`src/sv/mau_pkg.sv`:
```
`default_nettype none
// ----------------------------------------------------------------------------
// mau_pkg
// Shared widths, operation codes and the multiplier status type for the
// modular arithmetic unit.
// ----------------------------------------------------------------------------
package mau_pkg;

  localparam int MOD_WIDTH_DEFAULT = 31;
  localparam int OPERAND_WIDTH     = 63;
  localparam int RESULT_WIDTH      = 31;
  localparam int OP_WIDTH          = 3;
  localparam int BIT_CNT_WIDTH     = $clog2(OPERAND_WIDTH);

  localparam logic [RESULT_WIDTH-1:0]  MOD_RESET = 31'd1000000007;
  localparam logic [BIT_CNT_WIDTH-1:0] BIT_LAST  = BIT_CNT_WIDTH'(OPERAND_WIDTH - 1);

  localparam logic [OP_WIDTH-1:0] OP_ADD = 3'd0;
  localparam logic [OP_WIDTH-1:0] OP_SUB = 3'd1;
  localparam logic [OP_WIDTH-1:0] OP_MUL = 3'd2;
  localparam logic [OP_WIDTH-1:0] OP_POW = 3'd3;
  localparam logic [OP_WIDTH-1:0] OP_INV = 3'd4;

  typedef struct packed {
    logic busy;
    logic done;
  } mau_mul_status_t;

endpackage
`default_nettype wire

```
`src/sv/mau_mulmod.sv`:
```
`default_nettype none
// ----------------------------------------------------------------------------
// mau_mulmod
// Bit-serial modular multiplier: double-and-add over the bits of y, one bit
// per cycle, with the running value kept below the modulus.
// ----------------------------------------------------------------------------
module mau_mulmod
  import mau_pkg::*;
#(
  parameter int W = MOD_WIDTH_DEFAULT
) (
  input  wire logic            clk,
  input  wire logic            rst,
  input  wire logic            start,
  input  wire logic [W-1:0]    x,
  input  wire logic [W-1:0]    y,
  input  wire logic [W-1:0]    m,
  output mau_mul_status_t      status,
  output logic      [W-1:0]    p
);

  localparam int CW = $clog2(W);

  logic          busy;
  logic          done;
  logic [CW-1:0] cnt;
  logic [W-1:0]  xr;
  logic [W-1:0]  yr;
  logic [W-1:0]  acc;
  logic [W-1:0]  acc_next;
  logic [W+1:0]  t;
  logic [W+1:0]  m1;
  logic [W+1:0]  m2;

  // 2*acc + x stays below 3m, so one of three candidates is the reduced value.
  always_comb begin
    m1 = {2'b00, m};
    m2 = {1'b0, m, 1'b0};
    t  = {1'b0, acc, 1'b0} + (yr[W-1] ? {2'b00, xr} : '0);
    if (t >= m2) begin
      acc_next = W'(t - m2);
    end else if (t >= m1) begin
      acc_next = W'(t - m1);
    end else begin
      acc_next = t[W-1:0];
    end
  end

  always_ff @(posedge clk) begin
    if (rst) begin
      busy <= 1'b0;
      done <= 1'b0;
      cnt  <= '0;
    end else begin
      done <= 1'b0;
      if (start) begin
        busy <= 1'b1;
        cnt  <= CW'(W - 1);
      end else if (busy) begin
        if (cnt == '0) begin
          busy <= 1'b0;
          done <= 1'b1;
        end else begin
          cnt <= cnt - 1'b1;
        end
      end
    end
  end

  always_ff @(posedge clk) begin
    if (start) begin
      xr  <= x;
      yr  <= y;
      acc <= '0;
    end else if (busy) begin
      acc <= acc_next;
      yr  <= {yr[W-2:0], 1'b0};
    end
  end

  assign status.busy = busy;
  assign status.done = done;
  assign p           = acc;

endmodule
`default_nettype wire

```
`src/sv/modular_arithmetic_unit.sv`:
```
`default_nettype none
// ----------------------------------------------------------------------------
// modular_arithmetic_unit
// Add, subtract, multiply, power and Fermat inverse modulo a programmable
// modulus, built from bit-serial reduction and multiplication.
// ----------------------------------------------------------------------------
// One request is processed at a time. Both operands are first reduced by a
// bit-serial shift-and-subtract over their 63 bits, then the operation runs:
// add and subtract are done in the execute state, multiply runs in the serial
// multiplier, and power and inverse walk all 63 exponent bits with a square
// and, for a set bit, a multiply. The finish state then loads the result
// register; the next request is taken while that result waits to be read.
// A modulus below two, or an unused operation code, returns 0. The modulus
// may only be written while the unit is idle.
// ----------------------------------------------------------------------------
module modular_arithmetic_unit
  import mau_pkg::*;
#(
  parameter int MOD_WIDTH = MOD_WIDTH_DEFAULT
) (
  input  wire logic                     clk,
  input  wire logic                     rst,
  input  wire logic                     cfg_valid,
  output logic                          cfg_ready,
  input  wire logic [RESULT_WIDTH-1:0]  cfg_data,
  input  wire logic                     op_valid,
  output logic                          op_stall,
  input  wire logic [OP_WIDTH-1:0]      operation,
  input  wire logic [OPERAND_WIDTH-1:0] operand_a,
  input  wire logic [OPERAND_WIDTH-1:0] operand_b,
  output logic                          res_valid,
  input  wire logic                     res_stall,
  output logic [RESULT_WIDTH-1:0]       result
);

  localparam int W = MOD_WIDTH;

  localparam logic [3:0] S_IDLE = 4'd0;
  localparam logic [3:0] S_RED  = 4'd1;
  localparam logic [3:0] S_EXEC = 4'd2;
  localparam logic [3:0] S_MUL  = 4'd3;
  localparam logic [3:0] S_SQ   = 4'd4;
  localparam logic [3:0] S_SQW  = 4'd5;
  localparam logic [3:0] S_ML   = 4'd6;
  localparam logic [3:0] S_MLW  = 4'd7;
  localparam logic [3:0] S_FIN  = 4'd8;

  logic [3:0]               state;
  logic [BIT_CNT_WIDTH-1:0] cnt;
  logic [OP_WIDTH-1:0]      op_q;
  logic [OPERAND_WIDTH-1:0] sa;
  logic [OPERAND_WIDTH-1:0] sb;
  logic [OPERAND_WIDTH-1:0] expo;
  logic [W-1:0]             modulus;
  logic [W-1:0]             ra;
  logic [W-1:0]             rb;
  logic [W-1:0]             acc;
  logic [W-1:0]             res_q;
  logic [W-1:0]             res_data;
  logic [W-1:0]             ra_next;
  logic [W-1:0]             rb_next;
  logic [W-1:0]             sum_red;
  logic [W-1:0]             diff_red;
  logic [W:0]               ta;
  logic [W:0]               tb;
  logic [W:0]               sum;
  logic [W:0]               mod_ext;
  logic                     mod_ok;
  logic                     accept;
  logic                     res_free;
  logic                     mul_start;
  logic [W-1:0]             mul_x;
  logic [W-1:0]             mul_y;
  logic [W-1:0]             mul_p;
  mau_mul_status_t          mul_st;

  assign accept    = op_valid && !op_stall;
  assign op_stall  = (state != S_IDLE);
  assign cfg_ready = 1'b1;
  assign mod_ok    = (modulus >= W'(2));
  assign mod_ext   = {1'b0, modulus};
  assign res_free  = !res_valid || !res_stall;
  assign result    = RESULT_WIDTH'(res_data);

  // One shift-and-subtract step of each operand reduction.
  always_comb begin
    ta = {ra, sa[OPERAND_WIDTH-1]};
    tb = {rb, sb[OPERAND_WIDTH-1]};
    ra_next = (ta >= mod_ext) ? W'(ta - mod_ext) : ta[W-1:0];
    rb_next = (tb >= mod_ext) ? W'(tb - mod_ext) : tb[W-1:0];
  end

  always_comb begin
    sum      = {1'b0, ra} + {1'b0, rb};
    sum_red  = (sum >= mod_ext) ? W'(sum - mod_ext) : sum[W-1:0];
    diff_red = (ra >= rb) ? (ra - rb) : W'({1'b0, ra} + mod_ext - {1'b0, rb});
  end

  always_comb begin
    mul_start = (state == S_SQ) || (state == S_ML) ||
                ((state == S_EXEC) && mod_ok && (op_q == OP_MUL));
    mul_x = acc;
    mul_y = acc;
    if (state == S_EXEC) begin
      mul_x = ra;
      mul_y = rb;
    end else if (state == S_ML) begin
      mul_x = ra;
    end
  end

  mau_mulmod #(
    .W (W)
  ) u_mulmod (
    .clk    (clk),
    .rst    (rst),
    .start  (mul_start),
    .x      (mul_x),
    .y      (mul_y),
    .m      (modulus),
    .status (mul_st),
    .p      (mul_p)
  );

  always_ff @(posedge clk) begin
    if (rst) begin
      state     <= S_IDLE;
      modulus   <= W'(MOD_RESET);
      res_valid <= 1'b0;
    end else begin
      if (cfg_valid && cfg_ready) begin
        modulus <= cfg_data[W-1:0];
      end
      if ((state == S_FIN) && res_free) begin
        res_valid <= 1'b1;
      end else if (!res_stall) begin
        res_valid <= 1'b0;
      end
      unique case (state)
        S_IDLE: if (accept) state <= S_RED;
        S_RED:  if (cnt == '0) state <= S_EXEC;
        S_EXEC: begin
          if (!mod_ok) begin
            state <= S_FIN;
          end else begin
            unique case (op_q) inside
              OP_MUL:         state <= S_MUL;
              OP_POW, OP_INV: state <= S_SQ;
              default:        state <= S_FIN;
            endcase
          end
        end
        S_MUL:  if (mul_st.done) state <= S_FIN;
        S_SQ:   state <= S_SQW;
        S_SQW: begin
          if (mul_st.done) begin
            if (expo[OPERAND_WIDTH-1]) state <= S_ML;
            else if (cnt == '0)        state <= S_FIN;
            else                       state <= S_SQ;
          end
        end
        S_ML:   state <= S_MLW;
        S_MLW: begin
          if (mul_st.done) state <= (cnt == '0) ? S_FIN : S_SQ;
        end
        S_FIN:  if (res_free) state <= S_IDLE;
        default: state <= S_IDLE;
      endcase
    end
  end

  // Datapath registers.
  always_ff @(posedge clk) begin
    unique case (state)
      S_IDLE: begin
        if (accept) begin
          op_q <= operation;
          sa   <= operand_a;
          sb   <= operand_b;
          expo <= operand_b;
          ra   <= '0;
          rb   <= '0;
          cnt  <= BIT_LAST;
        end
      end
      S_RED: begin
        ra  <= ra_next;
        rb  <= rb_next;
        sa  <= {sa[OPERAND_WIDTH-2:0], 1'b0};
        sb  <= {sb[OPERAND_WIDTH-2:0], 1'b0};
        cnt <= cnt - 1'b1;
      end
      S_EXEC: begin
        res_q <= '0;
        acc   <= W'(1);
        cnt   <= BIT_LAST;
        if (op_q == OP_INV) begin
          expo <= OPERAND_WIDTH'(modulus - W'(2));
        end
        if (mod_ok) begin
          if (op_q == OP_ADD) res_q <= sum_red;
          if (op_q == OP_SUB) res_q <= diff_red;
        end
      end
      S_MUL: begin
        if (mul_st.done) res_q <= mul_p;
      end
      S_SQW: begin
        if (mul_st.done) begin
          acc <= mul_p;
          res_q <= mul_p;
          if (!expo[OPERAND_WIDTH-1]) begin
            expo <= {expo[OPERAND_WIDTH-2:0], 1'b0};
            cnt  <= cnt - 1'b1;
          end
        end
      end
      S_MLW: begin
        if (mul_st.done) begin
          acc   <= mul_p;
          res_q <= mul_p;
          expo  <= {expo[OPERAND_WIDTH-2:0], 1'b0};
          cnt   <= cnt - 1'b1;
        end
      end
      // The output register holds its value while the next request runs.
      S_FIN: begin
        if (res_free) res_data <= res_q;
      end
      default: begin
      end
    endcase
  end

`ifndef SYNTHESIS
  // The multiplier only runs while the sequencer waits for it.
  a_mul_owned: assert property (@(posedge clk) disable iff (rst)
    (mul_st.busy || mul_st.done) |->
      (state == S_MUL || state == S_SQW || state == S_MLW))
    else $error("multiplier active outside a wait state");

  a_accept_reduces: assert property (@(posedge clk) disable iff (rst)
    accept |=> (state == S_RED))
    else $error("accepted request did not start reduction");

  a_fin_delivers: assert property (@(posedge clk) disable iff (rst)
    (state == S_FIN && res_free) |=> (res_valid && state == S_IDLE))
    else $error("finished result not loaded into the output register");
`endif

endmodule
`default_nettype wire
```
`config.mk`:
```
export PLATFORM = sky130hd
export DESIGN_NAME = modular_arithmetic_unit
export DESIGN_NICKNAME = d
export VERILOG_FILES = /design/src/sv/mau_pkg.sv /design/src/sv/mau_mulmod.sv /design/src/sv/modular_arithmetic_unit.sv
export SDC_FILE = /design/constraint.sdc
export NUM_CORES = 2
export LEC_CHECK = 0
export BUFFER_PORTS_ARGS = -buffer_cell sky130_fd_sc_hd__buf_2
export CORE_MARGIN = 3
export CORE_UTILIZATION = 58
export CTS_BUF_LIST = sky130_fd_sc_hd__clkbuf_8
export CTS_CLUSTER_SIZE = 10
export DETAILED_ROUTE_END_ITERATION = 10
export GPL_ROUTABILITY_DRIVEN = 0
export PLACE_DENSITY = 0.79
export SETUP_SLACK_MARGIN = 0.02
export SLEW_MARGIN = 20
export SYNTH_ARGS = -nofsm -noshare
export SYNTH_HDL_FRONTEND = slang
export SYNTH_HIERARCHICAL = 1
export SYNTH_SLANG_ARGS = --single-unit
```
`constraint.sdc`:
```
create_clock -name clk -period 7.1 [get_ports clk]
set_input_delay 1.42 -clock clk [delete_from_list [all_inputs] [get_ports clk]]
set_output_delay 1.42 -clock clk [all_outputs]
set_load 0.02 [all_outputs]
```
==> summary.md <==
| Metric | Value |
|---|---|
| Syn Nets | 4728 |
| Remaining design rule violation count | 0 |
| Num ports | 199 |
| Setup_tns | 0 ns |
| Die Outline Area | 68500 um2 |
| Met2 layer usage reported by global route | 50.5% |
| Crit path setup slack, layout | 0.748 ns |
| Timing startpoint of the critical path | rb[2]$_SDFFCE_PN0P_ |
| Clock tree root driver cell | sky130_fd_sc_hd__clkbuf_8 |
| Count of H-tree levels built during CTS | 3 |
| Number of pins with negative max-slew slack in the final report | 0 |
| Final Skew | 0.0427 ns |
| Count of instances resized after the clock tree is built | 0 |
| Insertion delay of the later-clocked pin in the worst-skew pair | 0.73 ns |
| Post-synthesis to final-layout area growth | 9.21% |
| Global-route layer with the greatest usage | met2 |
| Worst Tran Pin Value | 1.13 ns |
| Y dimension of the die | 262 um |
| Ratio of cells with drive above 1 in the final layout | 11.5% |
| Clock sink count | 489 |
| Via Count | 33800 |
| Drt wl/cell | 21.8 um |
| GRT Residual Overflow | 0 |
| Tcrit/Tclk final | 89.5% |
| Nature of the critical path endpoint | flop |
| Final number of hold-violating endpoints | 0 |
| Antenna violations before repair | 7 |
| Num CTS Buffers | 88 |
| Hold crit path type | reg2reg |
| CP Max Fanout | 23 |
| Number of buffers inserted by port buffering | 197 |
| Number of global-route vias before repair | 31700 |
| Setup CP Type | reg2reg |
| Number of warnings issued by yosys | 6 |
| Largest net degree at the start of global routing | 115 |
| Post-Route WL | 116000 um |
| CTS tree | done |
| Remaining max-slew budget at the tightest pin | 23.8% |
| Unrepaired setup endpoints after global routing | false |
| Highest achievable clock rate | 157 MHz |
| Register area | 13900 um2 |
| Max clock buf depth | 3 |
| Number of antenna-violating nets in the routed design | 0 |
| Post-synthesis cell area | 37900 um2 |
| CTS Hold Buffers Added | 0 |
| Vias per inst | 6.36 |
| Total setup buffers inserted after CTS | 0 |
| Mean Syn Cell Area | 8.93 um2 |
| Data arrival time of the critical path | 6.75 ns |
| Starting utilization of the core area | 58.7% |
| Filler instances | 5293 |
| Global-route wire length before repair | 177000 um |
| GRT met1 Usage | 44.8% |
| Final setup violating endpoints | 0 |
| Nature of the critical path startpoint | flop |
| Multi-input logic area | 22300 um2 |
| Worst hold path startpoint | res_q[9]$_DFFE_PP_ |
| Die extent in x | 262 um |
| Overall fraction of global-route tracks in use | 33.1% |
| Post-layout minimum cycle time | 6.35 ns |
| Floorplan Core Area | 64600 um2 |
| MaxCap Viol Count | 0 |
| Result of the run | complete, no violations |
| DPL Wire Length | 86800 um |
| CTS clk-pin slew, worst paths | 0.06 ns |
| Layout net count | 4862 |
| RR Startpoint | rb[2]$_SDFFCE_PN0P_ |
| Worst slack, placed | 0.948 ns |
| Detailed-routing iteration count for the pre-antenna-repair pass | 7 |
| Met3 global-route usage | 7.63% |
| First DRT Iteration DRCs | 4349 |
| Mapped Cells | 4244 |
| Number of placement rows | 93 |
| Critical path required time | 7.50 ns |
## cell usage in the layout (no fill, tap or decap), types with 28 or more instances in the layout
cell type,instances
sky130_fd_sc_hd__a31oi_1,41
sky130_fd_sc_hd__buf_4,30
sky130_fd_sc_hd__nor2_1,336
sky130_fd_sc_hd__a21o_1,89
sky130_fd_sc_hd__and2_1,50
sky130_fd_sc_hd__buf_2,197
sky130_fd_sc_hd__and3_1,52
sky130_fd_sc_hd__ha_1,281
sky130_fd_sc_hd__mux2_2,66
sky130_fd_sc_hd__a211oi_1,43
sky130_fd_sc_hd__o21ai_0,226
sky130_fd_sc_hd__clkbuf_8,91
sky130_fd_sc_hd__o21bai_1,33
sky130_fd_sc_hd__fa_1,38
sky130_fd_sc_hd__xor2_1,85
sky130_fd_sc_hd__inv_1,286
sky130_fd_sc_hd__mux2i_1,78
sky130_fd_sc_hd__edfxtp_1,415
sky130_fd_sc_hd__nand2_1,650
sky130_fd_sc_hd__nand3_1,87
sky130_fd_sc_hd__a21oi_1,291
sky130_fd_sc_hd__nand2b_1,32
sky130_fd_sc_hd__o211ai_1,40
sky130_fd_sc_hd__xnor2_1,171
sky130_fd_sc_hd__dfxtp_1,73
sky130_fd_sc_hd__a22oi_1,69
sky130_fd_sc_hd__nor2b_1,28
sky130_fd_sc_hd__nand4_1,36
sky130_fd_sc_hd__nor3_1,89
## through the flow
stage	utilization (%)	cells	hold slack (ns)	area, um2
after global routing	64.1	5307	0.426	41400
after floorplan	-	4244	0.400	37900
after detailed placement	61.2	5141	0.405	39500
after CTS	64.0	5299	0.416	41300
after global placement	61.2	5141	0.407	39500
final	64.1	5308	0.418	41400
## worst max-delay path, stage by stage, from the launching register on
cell	delay (ns)
sky130_fd_sc_hd__edfxtp_1	0.47
sky130_fd_sc_hd__inv_1	0.09
sky130_fd_sc_hd__ha_1	0.48
sky130_fd_sc_hd__o21bai_1	0.17
sky130_fd_sc_hd__a2111oi_1	0.68
sky130_fd_sc_hd__o41ai_1	0.25
sky130_fd_sc_hd__o211a_1	0.32
sky130_fd_sc_hd__a221oi_2	0.42
sky130_fd_sc_hd__a21oi_1	0.18
sky130_fd_sc_hd__a221oi_2	0.38
sky130_fd_sc_hd__xnor2_1	0.13
sky130_fd_sc_hd__ha_1	0.27
sky130_fd_sc_hd__a21o_1	0.20
sky130_fd_sc_hd__a2111oi_0	0.34
sky130_fd_sc_hd__o21ai_0	0.30
sky130_fd_sc_hd__nor3_4	0.35
sky130_fd_sc_hd__buf_4	0.40
sky130_fd_sc_hd__mux2_1	0.37
sky130_fd_sc_hd__a21oi_1	0.15
sky130_fd_sc_hd__nor3_1	0.07
## per-layer routing
metal  part of all wire (%)  vias up
met5                      0        -
met4                    5.1        0
met3                     12      322
met2                     43     1958
met1                     40    15900
li1                       -    15600
## cell type report
type / count / area share, %
inverter: 265 / 2.40
clock inverter: 67 / 1.30
timing repair buffer: 231 / 3.12
clock buffer: 91 / 3.02
antenna: 7 / 0.0423
tap: 855 / 2.58
sequential: 489 / 33.7
multi-input combinational: 3303 / 53.9
## sequential cells by signal (all words and copies together) (netlist names)
| signal | flops |
|---|---|
| result | 31 |
| rb | 31 |
| u_mulmod/done | 1 |
| acc | 31 |
| u_mulmod/xr | 31 |
| ra | 31 |
| u_mulmod/busy | 1 |
| res_q | 31 |
| u_mulmod/yr | 31 |
| sb | 63 |
| state | 4 |
| cnt | 6 |
| sa | 63 |
| op_q | 3 |
| res_valid | 1 |
| modulus | 31 |
| u_mulmod/cnt | 5 |
| u_mulmod/p | 31 |
| expo | 63 |
## worst paths after layout
path,end,slack (ns),cells after the start
setup / recovery,res_q[12]$_DFFE_PP_,0.75,19
hold / removal,result[9]$_DFFE_PP_,0.42,0
setup reg to reg,res_q[12]$_DFFE_PP_,0.75,19
hold reg to reg,result[9]$_DFFE_PP_,0.42,0
Power is left out: the tool's default activity adds up to more than one toggle a clock period on the data nets, which glitch-free logic cannot reach.
